File: src/rtl/dssm_pkg.sv
// Package for the dual stack shared memory block.
// Holds the memory geometry, mode and status codes, and the controller state type.
// No dependencies.
package dssm_pkg;

  localparam int DEPTH = 16;
  localparam int AW    = $clog2(DEPTH);
  localparam int CW    = $clog2(DEPTH + 1);
  localparam int DW    = 32;

  typedef enum logic [2:0] {
    MODE_PUSH_ONE = 3'd0,
    MODE_PUSH_TWO = 3'd1,
    MODE_POP_ONE  = 3'd2,
    MODE_POP_TWO  = 3'd3,
    MODE_LIST_ONE = 3'd4,
    MODE_LIST_TWO = 3'd5
  } mode_t;

  typedef enum logic [1:0] {
    ST_OK    = 2'd0,
    ST_FULL  = 2'd1,
    ST_EMPTY = 2'd2
  } status_t;

  typedef enum logic {
    S_IDLE,
    S_BURST
  } state_t;

endpackage

File: src/rtl/dssm_ram.sv
// Shared word store of the dual stack block: one write port, one read port.
// Read data is registered and holds while no read is issued.
// Depends on dssm_pkg.
module dssm_ram (
  input  logic                      clk,
  input  logic                      we,
  input  logic [dssm_pkg::AW-1:0]   waddr,
  input  logic [dssm_pkg::DW-1:0]   wdata,
  input  logic                      re,
  input  logic [dssm_pkg::AW-1:0]   raddr,
  output logic [dssm_pkg::DW-1:0]   rdata
);
  import dssm_pkg::*;

  logic [DW-1:0] mem [DEPTH];
  logic [DW-1:0] rdata_r;

  always_ff @(posedge clk) begin
    if (we) begin
      mem[waddr] <= wdata;
    end
    if (re) begin
      rdata_r <= mem[raddr];
    end
  end

  assign rdata = rdata_r;

endmodule

File: src/rtl/dual_stack_shared_memory.sv
// Two LIFO stacks sharing one word store: stack one grows up, stack two down.
// Depends on dssm_pkg and dssm_ram.
//
// Usage:
//   Input channel in_valid/in_ready carries in_mode and in_value; the result
//   channel out_valid/out_ready carries out_data, out_status and out_last.
//   Push: one result, registered in the accepting cycle.
//   Pop: one store read, its word passing the store read register, then the
//   output register. List: one result per stacked word, one per cycle while
//   the receiver takes them, after an initial read; an empty stack gives one
//   empty-status result. out_last marks the final result of each transaction.
//   Modes 6 and 7 are accepted and give no result.
//   Throughput: one push per cycle while results are taken; a pop or list
//   occupies the block until its final word is loaded into the output
//   register, which is bounded by the single store read port.
//   Reset clears both stack counts and the controller; the store content is
//   left as is and is only read where a push wrote it.
//   When the receiver stalls, the output register holds its result and the
//   block stops taking transactions and issuing reads until it drains.
module dual_stack_shared_memory (
  input  logic                      clk,
  input  logic                      rst_n,
  input  logic                      in_valid,
  output logic                      in_ready,
  input  logic [2:0]                in_mode,
  input  logic signed [31:0]        in_value,
  output logic                      out_valid,
  input  logic                      out_ready,
  output logic signed [31:0]        out_data,
  output logic [1:0]                out_status,
  output logic                      out_last
);
  import dssm_pkg::*;

  state_t        state_r, state_nxt;
  logic [CW-1:0] cnt_lo_r, cnt_lo_nxt;
  logic [CW-1:0] cnt_hi_r, cnt_hi_nxt;
  logic [CW-1:0] rem_r, rem_nxt;
  logic [AW-1:0] addr_r, addr_nxt;
  logic          down_r, down_nxt;

  logic          out_valid_r, out_valid_nxt;
  logic [DW-1:0] out_data_r, out_data_nxt;
  status_t       out_status_r, out_status_nxt;
  logic          out_last_r, out_last_nxt;

  logic          out_free;
  logic          in_acc;
  logic          full;
  logic [CW:0]   used;
  logic          ram_we, ram_re;
  logic [AW-1:0] ram_waddr, ram_raddr;
  logic [DW-1:0] ram_rdata;
  logic [CW-1:0] hi_plus;
  logic [AW-1:0] next_addr;

  assign out_free = !out_valid_r || out_ready;
  assign in_ready = (state_r == S_IDLE) && out_free;
  assign in_acc   = in_valid && in_ready;
  assign used     = {1'b0, cnt_lo_r} + {1'b0, cnt_hi_r};
  assign full     = used >= (CW + 1)'(DEPTH);
  assign hi_plus  = cnt_hi_r + CW'(1);
  assign next_addr = down_r ? addr_r - AW'(1) : addr_r + AW'(1);

  always_comb begin
    state_nxt = state_r;
    unique case (state_r)
      S_IDLE: begin
        if (in_acc) begin
          case (in_mode)
            MODE_POP_ONE:  if (cnt_lo_r != '0) state_nxt = S_BURST;
            MODE_POP_TWO:  if (cnt_hi_r != '0) state_nxt = S_BURST;
            MODE_LIST_ONE: if (cnt_lo_r != '0) state_nxt = S_BURST;
            MODE_LIST_TWO: if (cnt_hi_r != '0) state_nxt = S_BURST;
            default:       state_nxt = S_IDLE;
          endcase
        end
      end
      S_BURST: begin
        if (out_free && rem_r == CW'(1)) begin
          state_nxt = S_IDLE;
        end
      end
      default: state_nxt = S_IDLE;
    endcase
  end

  always_comb begin
    cnt_lo_nxt     = cnt_lo_r;
    cnt_hi_nxt     = cnt_hi_r;
    rem_nxt        = rem_r;
    addr_nxt       = addr_r;
    down_nxt       = down_r;
    out_valid_nxt  = out_valid_r && !out_ready;
    out_data_nxt   = out_data_r;
    out_status_nxt = out_status_r;
    out_last_nxt   = out_last_r;
    ram_we         = 1'b0;
    ram_waddr      = cnt_lo_r[AW-1:0];
    ram_re         = 1'b0;
    ram_raddr      = addr_r;
    unique case (state_r)
      S_IDLE: begin
        if (in_acc) begin
          out_data_nxt   = '0;
          out_status_nxt = ST_OK;
          out_last_nxt   = 1'b1;
          unique case (in_mode)
            MODE_PUSH_ONE: begin
              out_valid_nxt = 1'b1;
              if (full) begin
                out_status_nxt = ST_FULL;
              end else begin
                ram_we     = 1'b1;
                ram_waddr  = cnt_lo_r[AW-1:0];
                cnt_lo_nxt = cnt_lo_r + CW'(1);
              end
            end
            MODE_PUSH_TWO: begin
              out_valid_nxt = 1'b1;
              if (full) begin
                out_status_nxt = ST_FULL;
              end else begin
                ram_we     = 1'b1;
                ram_waddr  = AW'(CW'(DEPTH) - hi_plus);
                cnt_hi_nxt = hi_plus;
              end
            end
            MODE_POP_ONE: begin
              if (cnt_lo_r == '0) begin
                out_valid_nxt  = 1'b1;
                out_status_nxt = ST_EMPTY;
              end else begin
                ram_re     = 1'b1;
                ram_raddr  = AW'(cnt_lo_r - CW'(1));
                cnt_lo_nxt = cnt_lo_r - CW'(1);
                rem_nxt    = CW'(1);
              end
            end
            MODE_POP_TWO: begin
              if (cnt_hi_r == '0) begin
                out_valid_nxt  = 1'b1;
                out_status_nxt = ST_EMPTY;
              end else begin
                ram_re     = 1'b1;
                ram_raddr  = AW'(CW'(DEPTH) - cnt_hi_r);
                cnt_hi_nxt = cnt_hi_r - CW'(1);
                rem_nxt    = CW'(1);
              end
            end
            MODE_LIST_ONE: begin
              if (cnt_lo_r == '0) begin
                out_valid_nxt  = 1'b1;
                out_status_nxt = ST_EMPTY;
              end else begin
                ram_re    = 1'b1;
                ram_raddr = '0;
                addr_nxt  = '0;
                down_nxt  = 1'b0;
                rem_nxt   = cnt_lo_r;
              end
            end
            MODE_LIST_TWO: begin
              if (cnt_hi_r == '0) begin
                out_valid_nxt  = 1'b1;
                out_status_nxt = ST_EMPTY;
              end else begin
                ram_re    = 1'b1;
                ram_raddr = AW'(DEPTH - 1);
                addr_nxt  = AW'(DEPTH - 1);
                down_nxt  = 1'b1;
                rem_nxt   = cnt_hi_r;
              end
            end
            default: out_valid_nxt = out_valid_r && !out_ready;
          endcase
        end
      end
      S_BURST: begin
        if (out_free) begin
          out_valid_nxt  = 1'b1;
          out_data_nxt   = ram_rdata;
          out_status_nxt = ST_OK;
          out_last_nxt   = (rem_r == CW'(1));
          rem_nxt        = rem_r - CW'(1);
          if (rem_r != CW'(1)) begin
            ram_re    = 1'b1;
            ram_raddr = next_addr;
            addr_nxt  = next_addr;
          end
        end
      end
      default: out_valid_nxt = out_valid_r && !out_ready;
    endcase
  end

  always_ff @(posedge clk) begin
    if (!rst_n) begin
      state_r     <= S_IDLE;
      cnt_lo_r    <= '0;
      cnt_hi_r    <= '0;
      out_valid_r <= 1'b0;
    end else begin
      state_r     <= state_nxt;
      cnt_lo_r    <= cnt_lo_nxt;
      cnt_hi_r    <= cnt_hi_nxt;
      out_valid_r <= out_valid_nxt;
    end
  end

  always_ff @(posedge clk) begin
    rem_r        <= rem_nxt;
    addr_r       <= addr_nxt;
    down_r       <= down_nxt;
    out_data_r   <= out_data_nxt;
    out_status_r <= out_status_nxt;
    out_last_r   <= out_last_nxt;
  end

  dssm_ram u_ram (
    .clk   (clk),
    .we    (ram_we),
    .waddr (ram_waddr),
    .wdata (in_value),
    .re    (ram_re),
    .raddr (ram_raddr),
    .rdata (ram_rdata)
  );

  assign out_valid  = out_valid_r;
  assign out_data   = out_data_r;
  assign out_status = out_status_r;
  assign out_last   = out_last_r;

endmodule

File: config.mk
export PLATFORM = sky130hd
export DESIGN_NAME = dual_stack_shared_memory
export DESIGN_NICKNAME = d
export VERILOG_FILES = /design/src/rtl/dssm_pkg.sv /design/src/rtl/dssm_ram.sv /design/src/rtl/dual_stack_shared_memory.sv
export SDC_FILE = /design/constraint.sdc
export NUM_CORES = 1
export LEC_CHECK = 0
export BUFFER_PORTS_ARGS = -buffer_cell sky130_fd_sc_hd__buf_2
export CAP_MARGIN = 20
export CORE_UTILIZATION = 66
export DETAILED_ROUTE_END_ITERATION = 10
export PLACE_DENSITY = 0.84
export SYNTH_ARGS = -nofsm -noshare
export SYNTH_HDL_FRONTEND = slang
export SYNTH_HIERARCHICAL = 1
export SYNTH_SLANG_ARGS = --single-unit
File: constraint.sdc
create_clock -name clk -period 9.95 [get_ports clk]
set_input_delay 2.985 -clock clk [delete_from_list [all_inputs] [get_ports clk]]
set_output_delay 2.985 -clock clk [all_outputs]
set_load 0.02 [all_outputs]
### Yosys cells after proc, flatten, opt, wreduce, memory -nomap -nowiden

Memory sizes are Yosys's and may differ from the RTL's. A register that Yosys moved wholly into a read port is not among the register bits.
Cells that the tools add are included.
W data, S select, Z words.

* register bits after elaboration: 57
* memory bits (writable): 512
* input port bits: 39
* output and inout bits: 37
* memories kept: 1

Memory list
* u_ram.mem: words 16, width 32, read ports 1, clocked after Yosys merged registers in 1, write ports 1, RTL line dssm_ram.sv:15 `logic [DW-1:0] mem [DEPTH];`

* $add $sub $neg: 10
* magnitude comparators: 1
* eq/ne operators: 21
* mux-type cells: 72
* bitwise logic cells: 1
* reduce and logical (&&, ||, !) cells: 24

Operator list (number)
* $mux W32: 2
* $pmux W32 S2: 1
* $mux W4: 13
* $mux W5: 10
* $pmux W5 S2: 3
* $mux W1: 24
* $pmux W4 S2: 3
* $pmux W5 S4: 1
* $pmux W4 S4: 1
* $reduce_and A5 Y1: 3
* $sub A5 B1 Y5 const B: 3
* $ne A2 B2 Y1 const B: 7
* $pmux W1 S2: 7
* $ne A3 B3 Y1 const B: 4
* $add A5 B1 Y5 const B: 2
* $logic_not A5 Y1: 2
* $ne A5 B1 Y1 const B: 2
* $reduce_bool A5 Y1: 2
* $mux W2: 4
* $sub A1 B4 Y4 const A: 2
* $reduce_and A7 Y1: 1
* $add A5 B5 Y6: 1
* $eq A3 B2 Y1 const B: 2
* $eq A3 B3 Y1 const B: 2
* other kinds (18): 27

### Depth between registers and ports, before layout

Gate-level depths: netlist of the first run.

* word-level depth: 8
* gate-level depth with buffers: 13
* gate-level depth less buffers: 10

### By module

Netlist of the first run, hierarchy kept.

Modules (own cells, without submodules)
* dssm_ram: instances 1, cells an instance 838, area each 20155.6 um2
* dual_stack_shared_memory: instances 1, cells an instance 335, area each 3402.0 um2

### Least setup slack after synthesis of the first run

Ideal clock, no wire load.

* kind: input -> register
* from: input out_ready
* to: memory u_ram.mem[0][0], enable pin
* library setup time: 0.461 ns
* arrival: 6.725 ns
* path slack: 2.764 ns
* stages on the path: 7
* path through: nand2b_1 > nand3_1 > nor3_1 > nand3_1 > mux2_2 > or3b_2 > nor3_1

RTL lines
* from (decl): RTL line dual_stack_shared_memory.sv:28 `input logic out_ready,`
* $logic_or A1 B1 Y1: RTL line dual_stack_shared_memory.sv:57 `assign out_free = !out_valid_r || out_ready;`
* $logic_and A1 B1 Y1: RTL line dual_stack_shared_memory.sv:58 `assign in_ready = (state_r == S_IDLE) && out_free;`
* $logic_and A1 B1 Y1: RTL line dual_stack_shared_memory.sv:59 `assign in_acc = in_valid && in_ready;`
* $mux W4: RTL line dual_stack_shared_memory.sv:104 `if (in_acc) begin`
* $mux W4: RTL line dual_stack_shared_memory.sv:102 `unique case (state_r)`
* named net ram_waddr[2]: RTL line dual_stack_shared_memory.sv:52 `logic [AW-1:0] ram_waddr, ram_raddr;`
* to (decl): RTL line dssm_ram.sv:15

The timed path passes the listed nets, and every way through them passes these cells.

### Final worst setup path of the first run

* from: input out_ready
* to: output in_ready

* cells in the longest elaborated chain, start to end: 2

RTL lines
* $logic_or A1 B1 Y1: RTL line dual_stack_shared_memory.sv:57
* $logic_and A1 B1 Y1: RTL line dual_stack_shared_memory.sv:58
* to (decl): RTL line dual_stack_shared_memory.sv:24 `output logic in_ready,`

No other way between the ends.

==> results of run 1 <==
[worst reg2reg max path: stages, from the launching register on]
cell                       delay (ns)
sky130_fd_sc_hd__dfxtp_1         0.43
sky130_fd_sc_hd__inv_1           0.21
sky130_fd_sc_hd__ha_1            0.18
sky130_fd_sc_hd__nor4b_2         0.65
sky130_fd_sc_hd__mux2i_1         0.35
sky130_fd_sc_hd__a221oi_1        0.37
sky130_fd_sc_hd__a21oi_1         0.12
sky130_fd_sc_hd__o21ai_4         0.28
sky130_fd_sc_hd__buf_12          0.71
sky130_fd_sc_hd__mux4_2          0.83
sky130_fd_sc_hd__a22oi_1         0.28
sky130_fd_sc_hd__nand2_1         0.08
[power by group through the flow]
| stage | logic [mW] | clock network, mW | registers (mW) |
|---|---|---|---|
| 3_5_place_dp | 0.471 | 0 | 2.89 |
| 4_1_cts | 0.483 | 2.13 | 2.84 |
| 2_1_floorplan | 0.306 | 0 | 2.90 |
| 3_3_place_gp | 0.446 | 0 | 2.89 |
| 6_report | 0.484 | 2.10 | 2.84 |
| 5_1_grt | 0.516 | 2.22 | 2.84 |
[worst min path at each step]
stage	startpoint	endpoint	slack, ns	depth (start not counted)
4_1_cts	u_ram/rdata[28]$_DFFE_PP_	out_data[28]$_SDFFCE_PN0P_	0.53	1
3_5_place_dp	u_ram/rdata[6]$_DFFE_PP_	out_data[6]$_SDFFCE_PN0P_	0.51	1
6_report	u_ram/rdata[28]$_DFFE_PP_	out_data[28]$_SDFFCE_PN0P_	0.51	1
3_3_place_gp	u_ram/rdata[6]$_DFFE_PP_	out_data[6]$_SDFFCE_PN0P_	0.51	1
5_1_grt	u_ram/rdata[28]$_DFFE_PP_	out_data[28]$_SDFFCE_PN0P_	0.53	1
2_1_floorplan	cnt_lo_r[4]$_SDFFE_PN0P_	cnt_lo_r[4]$_SDFFE_PN0P_	0.49	2
[state kept, by name, summed over array words and instances (netlist names), 2 cells and up]
register / cells
rem_r: 5
addr_r: 4
cnt_hi_r: 5
u_ram/rdata: 32
out_data: 32
cnt_lo_r: 5
u_ram/mem: 512
out_status: 2
[metrics by stage]
step / cells / instance area, um2 / setup WS, ns
after global routing: 1774 / 26500 / 2.82
after CTS: 1772 / 26500 / 2.94
after floorplan: 1173 / 23600 / 2.76
final: 1775 / 26500 / 2.96
after detailed placement: 1668 / 24600 / 2.97
after global placement: 1666 / 24600 / 2.99
[metal layers]
layer	routed length, um	vias up	GRT usage
met2	28000	775	0.520
met4	2480	2	0.164
met3	4950	160	0.0545
met5	13	-	0
li1	-	5025	-
met1	19000	6272	0.402
[logic make-up (layout without fill, tap and decap cells)]
logic type,Yosys count,after routing,share of synthesized area
compound gates,137,137,0.0397
xor+xnor,17,17,0.00632
fa+ha+maj,15,15,0.00829
buf+inv,76,220,0.0141
flops,601,601,0.761
mux,143,143,0.129
other cells,0,3,0
simple gates,184,184,0.0417
[layout by cell type (no fill, tap or decap), types with 19 or more instances in the layout]
| cell | instances |
|---|---|
| sky130_fd_sc_hd__and2_1 | 33 |
| sky130_fd_sc_hd__edfxtp_1 | 589 |
| sky130_fd_sc_hd__o21ai_0 | 19 |
| sky130_fd_sc_hd__mux4_2 | 128 |
| sky130_fd_sc_hd__buf_4 | 23 |
| sky130_fd_sc_hd__nand2_1 | 53 |
| sky130_fd_sc_hd__a22oi_1 | 65 |
| sky130_fd_sc_hd__buf_2 | 75 |
| sky130_fd_sc_hd__a21oi_1 | 24 |
| sky130_fd_sc_hd__clkbuf_16 | 56 |
[final cells by class]
class	instances	area [um2]	area share
clock buffer	70	1490	0.0565
multi-input combinational	496	5470	0.207
sequential	601	17900	0.678
inverter	15	56.3	0.00213
tap	455	569	0.0215
antenna	3	7.51	0.000284
clock inverter	34	309	0.0117
timing repair buffer	101	623	0.0235
==> results summary, run 1 <==
The register-to-register path setup slack came out at 5.20 ns. The family with the most delay on the worst path is simple AND/OR/NAND/NOR gates. The worst min-delay path category is reg -> reg. The logic depth of the worst setup path including buffers is 4. The library cell with the highest instance count after synthesis is sky130_fd_sc_hd__edfxtp_1. The pin count of the biggest net entering global routing came out at 127. The routability congestion estimate from global placement is 0.861.

The internal power contribution is 4.21 mW. The maximum cell stage delay along the critical path is 0.60 ns. The final setup violation count came out at 0. The proportion of layout cells with a drive suffix above 1 came out at 0.266. The critical path goes through buf_2, nor2b_1, nor2_1, buf_2. The TritonCTS buffer count came out at 56. Dividing the synthesized area by the synthesized cell count gives 20.1 um2.

The worst path required time came out at 6.97 ns. The post-layout utilization of the core came out at 0.760. The TritonCTS clock tree is yes.

The most used flip-flop cell after synthesis is sky130_fd_sc_hd__edfxtp_1. Tracing the worst setup path back leads to its startpoint at out_ready. The Yosys step of the flow raised 6 warnings.

The number of violations of the max-capacitance limit is 0. The launching element type of the critical path is an input pin. Setup repair after global routing left no endpoint under its margin.

The post-synthesis instance total came out at 1,173. Yosys mapped a number of flops with a built-in enable equal to 589. The analysis attributes to net switching a power of about 1.2 mW. The number of buffers inserted for hold repair after clock tree synthesis is 0. Across the routed clock network, the largest skew measured is 0.0246 ns. The antenna violation net count after detailed routing came out at 0.

The post-synthesis sequential element count came out at about 600. The final hold violation count came to 0. The number of nets handed over by synthesis was 1,227.

The number of sinks on the clock net came out at 601. The detailed router placed roughly 12k vias in this run. The top fanout value on the critical path is 9. The number of top-level design ports is 76.

The proportion of power drawn by the clock network is 0.388. Summed over all layers, the global routing overflow is 0. Summed over all nets, the half-perimeter wirelength after detailed placement is 26.8 mm. By area the synthesized netlist is led by sky130_fd_sc_hd__edfxtp_1 75%, sky130_fd_sc_hd__mux4_2 12%, sky130_fd_sc_hd__a22oi_1 2.1%.

The share of the Yosys chip area taken by registers is 0.761. The smallest hold slack is 0.512 ns. In this run the static leakage power is 8.68 nW.

The maximum resistive drop on vdd came out at 166 uV. The via count of the first global-routing pass is around 12k. After detailed routing, the total wire length is roughly 54 mm. The area share of the leading cell type in the synthesized netlist is 0.751.

The final-report max-slew violation count was 0. Clock-pin slew was measured on the worst setup and hold paths at 0.06 ns. Of the total power, combinational logic draws 0.089. The final layout contains between 1k and 1.5k nets. The number of distinct library cell variants in the gate-level netlist after synthesis came out at 52. The maximum clock rate is 143 MHz.

The synthesis-to-finish area growth is 12.3%. The total of fill cells in the finished design is 1,785. After detailed routing, the average wire length per cell comes to 30.7 um.

Clock tree synthesis selected as its root buffer the cell sky130_fd_sc_hd__clkbuf_16. The transition time at the pin with the least slew margin came out at roughly 1.1 ns. The worst setup path endpoint is in_ready.

Summing internal, switching and leakage power gives roughly 5.4 mW. The worst setup path is captured at an output pin. Among all stages on the critical path, the largest delay is contributed by sky130_fd_sc_hd__nor2b_1. The summed instance area of the synthesized netlist came out at 23,600 um2. The run finished with clean final reports. The ratio of routed vias to standard cells is between 6 and 7. The worst setup path is of the in -> out kind. The switching part of the total power is 0.224. The area enclosed by the die boundary came out at 36,500 um2. The clock insertion delay at the later pin of the skew report is 0.62 ns.

The worst pin sits at a relative slew slack of 0.290. Measured along the x axis, the die boundary spans between 150 and 200 um. For this run, asynchronously set or reset flops after synthesis account for 0. The number of cell rows is 68. After clock tree synthesis, the setup repair step added 0 buffers. Of all cell types, the one taking the most synthesized area is sky130_fd_sc_hd__edfxtp_1. In this run the tool buffered the top-level ports with between 70 and 80 buffer cells. In this design, the critical path's most frequently occurring cell is sky130_fd_sc_hd__buf_2. The number of design rule violations left after detail routing is 0. The power density of the placed cells came out at 205 nW/um2. The deepest level of the CTS H-tree is 2. The initial detailed-routing violation count is 1,304.

The global-route wire length before repair came out at 80.0 mm. The placeable core region is ~35,000 um2. For the worst flop-to-flop path, the logic depth is 11. The total negative setup slack is 0 ns. The vertical die dimension came out at 191 um. Ranked by instance count, the synthesized netlist is headed by 589 x sky130_fd_sc_hd__edfxtp_1, 128 x sky130_fd_sc_hd__mux4_2, 65 x sky130_fd_sc_hd__a22oi_1, 53 x sky130_fd_sc_hd__nand2_1, 34 x sky130_fd_sc_hd__and2_1. The number of optimization iterations in the first detailed-route pass came out at 5. The post-cts gate resize count came out at 0. In this run the deepest clock path goes through 3 buffers. In this run the critical register-to-register path is captured at u_ram/rdata[27]$_DFFE_PP_.

The arrival time reported for the critical path endpoint came out at ~4.0 ns. In the finished design, the share of the clock period the worst path needs comes to 0.703. The initial core utilization is 0.677. Subtracting the final worst setup slack from the clock period gives 6.99 ns. The worst path buffer plus inverter count came out at 2. The total global-route track usage is 0.313. The portion of total power attributed to sequential cells came out at 0.523. The number of antenna violations at the first check in global routing came out at 3. In this run the critical register-to-register path is launched from cnt_lo_r[0]$_SDFFE_PN0P_.
No activity file was read; power rests on OpenSTA's default activity.
==> inputs of run 2 (changes only) <==
CORE_UTILIZATION = 62   (was 66)
PLACE_DENSITY = 0.8   (was 0.84)
clock period = 7.3 ns   (was 9.95 ns; I/O delays follow)
==> results summary, run 2 (synthesized netlist as in run 1, its figures left out) <==
The final instance area is 26,600 um2 (+0.41%). The global-route wire length before repair is 75.8 mm (-5.3%). The final hold violation count is 0 (unchanged). The startpoint identified for the worst register-to-register timing path is cnt_hi_r[0]$_SDFFE_PN0P_. The launch point of the critical path is out_ready. The antenna violation net count after detailed routing came out at 0 (unchanged). The library cell used most frequently in the layout, excluding fill and tap cells, is sky130_fd_sc_hd__edfxtp_1. The worst path in the final design needs a cycle of 5.45 ns, including I/O delays and setup.

The arrival time reported for the critical path endpoint came out at 3.26 ns (-0.75 ns). Walking the worst path, the cells encountered are buf_2, nor2b_1, nor2_1, buf_2. TritonCTS built the clock tree. The final setup violation count came out at 0 (unchanged). The area enclosed by the die boundary was 38,800 um2 (+6.4%). The worst hold path belongs to the class reg -> reg. The proportion of layout cells with a drive suffix above 1 came out at 0.269 (+0.00292). The maximum clock rate came out at roughly 180 MHz. The cell that appears most often on the critical path is sky130_fd_sc_hd__buf_2.

The worst reg2reg path depth came out at 11 (unchanged). The number of buffer cells added on primary ports came out at 75 (unchanged). The post-route clock period utilization is 0.746. The internal power contribution came out at 5.71 mW (+36%). The number of cell rows is 71 (+4.4%). The library cells used most frequently in the layout, excluding fill and tap cells, are 589 x sky130_fd_sc_hd__edfxtp_1, 128 x sky130_fd_sc_hd__mux4_2, 75 x sky130_fd_sc_hd__buf_2, 65 x sky130_fd_sc_hd__a22oi_1, 58 x sky130_fd_sc_hd__clkbuf_16. The initial detailed-routing violation count is 1,149 (-12%). The number of design rule violations left after detail routing is 0 (unchanged). The final-report max-slew violation count came out at 0 (unchanged). The placed instance area was 24,800 um2 (+0.51%). The routability congestion estimate from global placement is 0.857 (-0.51%). The family with the most delay on the worst path is simple AND/OR/NAND/NOR gates. The number of buffers on the longest clock path is 3 (unchanged). The ratio of routed vias to standard cells is 6.55 (-5.0%). The proportion of power drawn by combinational gates is 0.089 (about the same).

The number of buffers inserted by post-CTS setup repair was 0 (unchanged). The largest individual stage delay along the critical path comes from the cell sky130_fd_sc_hd__nor2b_1. The half-perimeter wire length after detailed placement came out at 26.3 mm (-1.8%).

The number of nets in the finished design is 1,332 (+0.53%). The post-CTS clock slew at the launch and capture registers of the worst setup and hold paths came out at 0.06 ns (about the same). The power density of the placed cells came out at 277 nW/um2 (+35%). The worst slew slack as a fraction of its limit came out at 0.279 (-0.0117). The switching part of the total power came out at 0.223 (-0.000456). The cell at the root of the clock tree is sky130_fd_sc_hd__clkbuf_16.

The total global routing overflow came out at 0 (unchanged). The maximum resistive drop on vdd came to 237 uV (+42%). The width of the die was 197 um (+3.1%). The worst register-to-register path ends at u_ram/rdata[5]$_DFFE_PP_. The kind of end point of the critical path is an output pin. The routed wirelength normalized by instance count is 28.1 um (-8.5%). The via count of the first global-routing pass came out at 12.0k (-3.7%). The register name with the most flops is u_ram/mem. STA classifies the critical path startpoint as an input pin. The number of top-level design ports came out at 76 (unchanged). The global-route layer with the greatest usage is met2. The worst path buffer plus inverter count is 2 (unchanged). The top fanout value on the critical path is 9 (unchanged).

The number of flip-flops under the largest register name is 512 (unchanged). The deepest level of the CTS H-tree is 2 (unchanged). The number of sinks on the clock net is 601 (unchanged). The reported leakage power is 8.71 nW (+0.34%). The logic depth of the worst setup path including buffers came out at 4 (unchanged). The routing usage on met2 is 0.453 (-0.0668). The routing usage on met3 came out at 0.0508 (-0.00370). The placeable core region was 37,500 um2 (+7.7%). The met1 track utilization from global routing came to 0.374 (-0.0277).

The number of antenna violations at the first check in global routing came to 1 (-2). The antenna diode count came out at 0 (-3). The maximum cell stage delay along the critical path is 0.63 ns (+0.03 ns).

The worst setup path is of the in -> out kind. The initial core utilization is 0.628 (-0.0486). The clock insertion delay at the later pin of the skew report is 0.61 ns (about the same).

The number of optimization iterations in the first detailed-route pass came out at 5 (unchanged). The TritonCTS buffer count was 57 (+1.8%). The portion of total power attributed to sequential cells was 0.526 (+0.003). The proportion of power drawn by the clock network is 0.385 (-0.003). The worst path required time is 5.11 ns (-1.86 ns). The worst clock skew is 0.0283 ns (+0.00374 ns).

The net switching power is 1.64 mW (+35%). The number of violations of the max-capacitance limit came out at 0 (unchanged). The detailed-route via count is 12.0k (-1.7%).

The vertical die dimension was 197 um (+3.1%). The register-to-register path setup slack came to 2.82 ns (-2.38 ns). The total global-route track usage is 0.275 (-0.0380).

The number of buffers inserted for hold repair after clock tree synthesis is 0 (unchanged). The pin count of the biggest net entering global routing is 53 (-58%). The run finished with clean final reports. Setup repair after global routing left no endpoint under its margin. The worst setup path endpoint is in_ready.

Compared with the post-synthesis result, the final layout area differs by 12.8%. The transition time at the pin with the least slew margin is 1.08 ns (+0.0175 ns). The post-cts gate resize count is 0 (unchanged). The total negative setup slack is 0 ns (unchanged). The final wirelength came out at 51.5 mm (-5.4%).
==> run 2: stage by stage <==
step / std cells / total power [mW] / setup WS (ns) / hold WS (ns) / util
final: 1836 / 7.35 / 1.85 / 0.510 / 0.709
after global routing: 1836 / 7.57 / 1.77 / 0.535 / 0.709
after CTS: 1836 / 7.39 / 1.85 / 0.511 / 0.709
after detailed placement: 1730 / 4.59 / 1.62 / 0.512 / 0.661
after global placement: 1730 / 4.57 / 1.72 / 0.505 / 0.661
after floorplan: 1173 / 4.37 / 0.909 / 0.489 / -
==> run 2: layout make-up <==
class	instances	area, um2
Sequential cell	601	17900
Clock inverter	34	289
Multi-Input combinational cell	496	5470
Clock buffer	72	1500
Timing Repair Buffer	107	678
Fill cell	2230	10900
Inverter	15	56.3
Tap cell	511	639
==> run 2: metal layers <==
metal  up-vias  routed length [um]
met1      6212               19600
met2       650               25700
met5         -                  14
met4         2                1640
met3       122                4500
li1       5037                   -
==> run 2: power by group through the flow <==
stage / clock [mW] / combinational (mW) / sequential (mW)
2_1_floorplan: 0 / 0.417 / 3.95
3_3_place_gp: 0 / 0.633 / 3.94
3_5_place_dp: 0 / 0.650 / 3.94
4_1_cts: 2.87 / 0.658 / 3.87
5_1_grt: 3.00 / 0.699 / 3.87
6_report: 2.83 / 0.654 / 3.87
==> run 2: worst min path at each step <==
stage                                   start                          to  slack (ns)  cells past startpoint
floorplan            cnt_lo_r[4]$_SDFFE_PN0P_    cnt_lo_r[4]$_SDFFE_PN0P_        0.49                      2
global placement    u_ram/rdata[10]$_DFFE_PP_  out_data[10]$_SDFFCE_PN0P_        0.50                      1
detailed placement  u_ram/rdata[26]$_DFFE_PP_  out_data[26]$_SDFFCE_PN0P_        0.51                      1
CTS                  u_ram/rdata[2]$_DFFE_PP_   out_data[2]$_SDFFCE_PN0P_        0.51                      1
global route         u_ram/rdata[2]$_DFFE_PP_   out_data[2]$_SDFFCE_PN0P_        0.53                      1
finish               u_ram/rdata[2]$_DFFE_PP_   out_data[2]$_SDFFCE_PN0P_        0.51                      1
==> inputs of run 3 (changes only) <==
clock period = 5.1 ns   (was 7.3 ns; I/O delays follow)
==> results summary, run 3 (synthesized netlist as in run 1, its figures left out) <==
The final wirelength is 54.8 mm (+6.4%). The antenna violation net count after detailed routing came to 0 (unchanged). The number of design rule violations left after detail routing is 0 (unchanged). The critical path is of the reg -> reg type.

The width of the die is 197 um (unchanged). The clock insertion delay at the later pin of the skew report was 0.59 ns (-0.02 ns). The worst path required time is 5.44 ns (+0.33 ns). The most frequent standard cell in the layout excluding fill and tap cells is sky130_fd_sc_hd__edfxtp_1. The routability congestion estimate from global placement came out at 0.906 (+5.8%). The internal power contribution came out at 8.51 mW (+49%).

After layout, the minimum clock period comes to between 4 and 5 ns. The routed wirelength normalized by instance count came to 29.6 um (+5.4%). The transition time at the pin with the least slew margin is 1.11 ns (+0.0309 ns). The run finished with clean final reports. The worst clock skew came out at 0.0184 ns (-0.00994 ns).

The vertical die dimension came out at 197 um (unchanged). Setup repair after global routing left no endpoint under its margin. The total global routing overflow is 0 (unchanged). In the layout the commonest cells are 589 x sky130_fd_sc_hd__edfxtp_1, 128 x sky130_fd_sc_hd__mux4_2, 75 x sky130_fd_sc_hd__buf_2, 65 x sky130_fd_sc_hd__a22oi_1, 57 x sky130_fd_sc_hd__clkbuf_16. The worst reg2reg path depth came out at 12 (+1).

The number of violations of the max-capacitance limit is 0 (unchanged). The TritonCTS buffer count was 56 (-1.8%). The number of cell rows is 71 (unchanged). The number of cells on the worst hold path came to 1 (unchanged). The post-route clock period utilization came out at 0.851. The initial detailed-routing violation count came to 1,242 (+8.1%). In this run the worst hold path is classified as reg -> reg. The proportion of power drawn by the clock network is 0.402 (+0.017). The arrival time reported for the critical path endpoint is 4.68 ns (+1.42 ns).

The post-cts gate resize count is 0 (unchanged). The final total power is 10.9 mW (+48%). The reported leakage power came out at 8.89 nW (+2.1%). The via count of the first global-routing pass is 12.6k (+5.2%).

The power density of the placed cells is 402 nW/um2 (+45%). The number of buffers inserted by post-CTS setup repair is 0 (unchanged). The number of optimization iterations in the first detailed-route pass came out at 7 (+2).

The cell total after placement is 1,748 (+1.0%). The number of flip-flops under the largest register name came out at 512 (unchanged). The placeable core region is 37,500 um2 (unchanged). The net switching power is 2.37 mW (+45%).

The number of standard cells in the layout, taps in and fillers out was 1,853 (+0.93%). The maximum clock rate came out at 231 MHz. The proportion of layout cells with a drive suffix above 1 is 0.284 (+0.0154). The half-perimeter wire length after detailed placement came out at 28.5 mm (+8.1%). The worst slew slack as a fraction of its limit came out at 0.255 (-0.0234). The number of antenna violations at the first check in global routing is 0 (-1).

The final setup violation count is 0 (unchanged). The register name with the most flops is u_ram/mem. The ratio of routed vias to standard cells came to 6.60 (+0.86%). The area of all sequential standard cells came to 17,900 um2 (unchanged).

The TritonCTS clock tree is yes. The cell at the root of the clock tree is sky130_fd_sc_hd__clkbuf_16. The maximum resistive drop on vdd was 400 uV (+69%). The initial core utilization is 0.628 (unchanged). The deepest level of the CTS H-tree was 2 (unchanged).

The total of fill cells in the finished design came to 2,167 (-2.8%). The final-report max-slew violation count came to 0 (unchanged). The portion of total power attributed to sequential cells is 0.509 (-0.017).

The launching element type of the critical path is a flip-flop. The number of top-level design ports is 76 (unchanged). The number of buffers inserted for hold repair after clock tree synthesis came to 0 (unchanged). The kind of end point of the critical path is a flip-flop. The global-route wire length before repair came out at 80.2 mm (+5.8%). The total global-route track usage came out at 0.292 (+0.0165).

The proportion of power drawn by combinational gates is 0.090 (about the same). The final hold violation count came to 0 (unchanged). The number of nets in the finished design is 1,349 (+1.3%).

The total negative setup slack is 0 ns (unchanged). The number of sinks on the clock net came to 601 (unchanged). The switching part of the total power is 0.218 (-0.00490). The number of buffers on the longest clock path was 3 (unchanged).

The synthesis-to-finish area growth came out at 14.8%. The detailed-route via count was 12.2k (+1.8%). The top fanout value on the critical path came out at 30 (+21). The pin count of the biggest net entering global routing came out at 44 (-17%). The area taken by multi-input logic gates is 5500 um2 (+0.46%).

The number of buffer cells added on primary ports came out at 75 (unchanged). The area enclosed by the die boundary is 38,800 um2 (unchanged). The post-CTS clock slew at the launch and capture registers of the worst setup and hold paths came out at 0.06 ns (about the same).
==> run 3: changes by cell type in the layout (fill, tap and decap cells not counted), moves of 2 or more <==
cell	delta
sky130_fd_sc_hd__buf_4	+3
sky130_fd_sc_hd__nor3_4	+4
sky130_fd_sc_hd__clkinv_1	-2
sky130_fd_sc_hd__bufinv_16	+7
sky130_fd_sc_hd__clkbuf_1	-7
sky130_fd_sc_hd__clkinvlp_4	+2
sky130_fd_sc_hd__buf_12	+15
sky130_fd_sc_hd__nor3_2	-4
==> run 3: path summary, 6_finish.rpt <==
| check | start | endpoint | slack (ns) |
|---|---|---|---|
| hold reg to reg | u_ram/rdata[3]$_DFFE_PP_ | out_data[3]$_SDFFCE_PN0P_ | 0.53 |
| setup / recovery | cnt_lo_r[0]$_SDFFE_PN0P_ | u_ram/rdata[7]$_DFFE_PP_ | 0.76 |
| setup reg to reg | cnt_lo_r[0]$_SDFFE_PN0P_ | u_ram/rdata[7]$_DFFE_PP_ | 0.76 |
| hold / removal | u_ram/rdata[3]$_DFFE_PP_ | out_data[3]$_SDFFCE_PN0P_ | 0.53 |
==> run 3: layer usage <==
layer	track usage	wire [um]
met5	0	0
met1	0.381	20100
met3	0.0484	4540
met2	0.493	28100
met4	0.121	2020
==> run 3: worst max-delay path, cell delays in order, from the launching register on <==
cell	delay (ns)
sky130_fd_sc_hd__dfxtp_1	0.42
sky130_fd_sc_hd__inv_1	0.19
sky130_fd_sc_hd__ha_1	0.18
sky130_fd_sc_hd__nor4b_2	0.67
sky130_fd_sc_hd__mux2i_1	0.33
sky130_fd_sc_hd__a221oi_1	0.37
sky130_fd_sc_hd__a21oi_1	0.12
sky130_fd_sc_hd__o21ai_4	0.28
sky130_fd_sc_hd__buf_12	0.30
sky130_fd_sc_hd__buf_4	0.32
sky130_fd_sc_hd__mux4_2	0.55
sky130_fd_sc_hd__a22oi_1	0.24
sky130_fd_sc_hd__nand2_1	0.09
==> run 3: area by class of cell <==
| type | instances | area share |
|---|---|---|
| Multi-Input combinational cell | 496 | 0.203 |
| Inverter | 15 | 0.00208 |
| Timing Repair Buffer | 125 | 0.0370 |
| Sequential cell | 601 | 0.663 |
| Tap cell | 511 | 0.0236 |
| Clock inverter | 40 | 0.0175 |
| Antenna cell | 1 | 0.0000925 |
| Clock buffer | 64 | 0.0537 |
==> run 3: metrics by stage <==
step	hold slack, ns	setup slack [ns]	utilization	instance area, um2
after floorplan	0.489	0.240	-	23600
after global placement	0.506	0.525	0.670	25100
after detailed placement	0.516	0.465	0.670	25100
after CTS	0.532	0.824	0.722	27000
after global routing	0.546	0.505	0.722	27000
final	0.527	0.762	0.722	27100
==> run 3: power by group through the flow <==
stage | Combinational (mW) | Sequential [mW] | Clock, mW
after floorplan | 0.598 | 5.66 | 0
after global placement | 0.930 | 5.64 | 0
after detailed placement | 0.955 | 5.64 | 0
after CTS | 0.980 | 5.54 | 4.42
after global routing | 1.04 | 5.54 | 4.60
final | 0.975 | 5.54 | 4.37
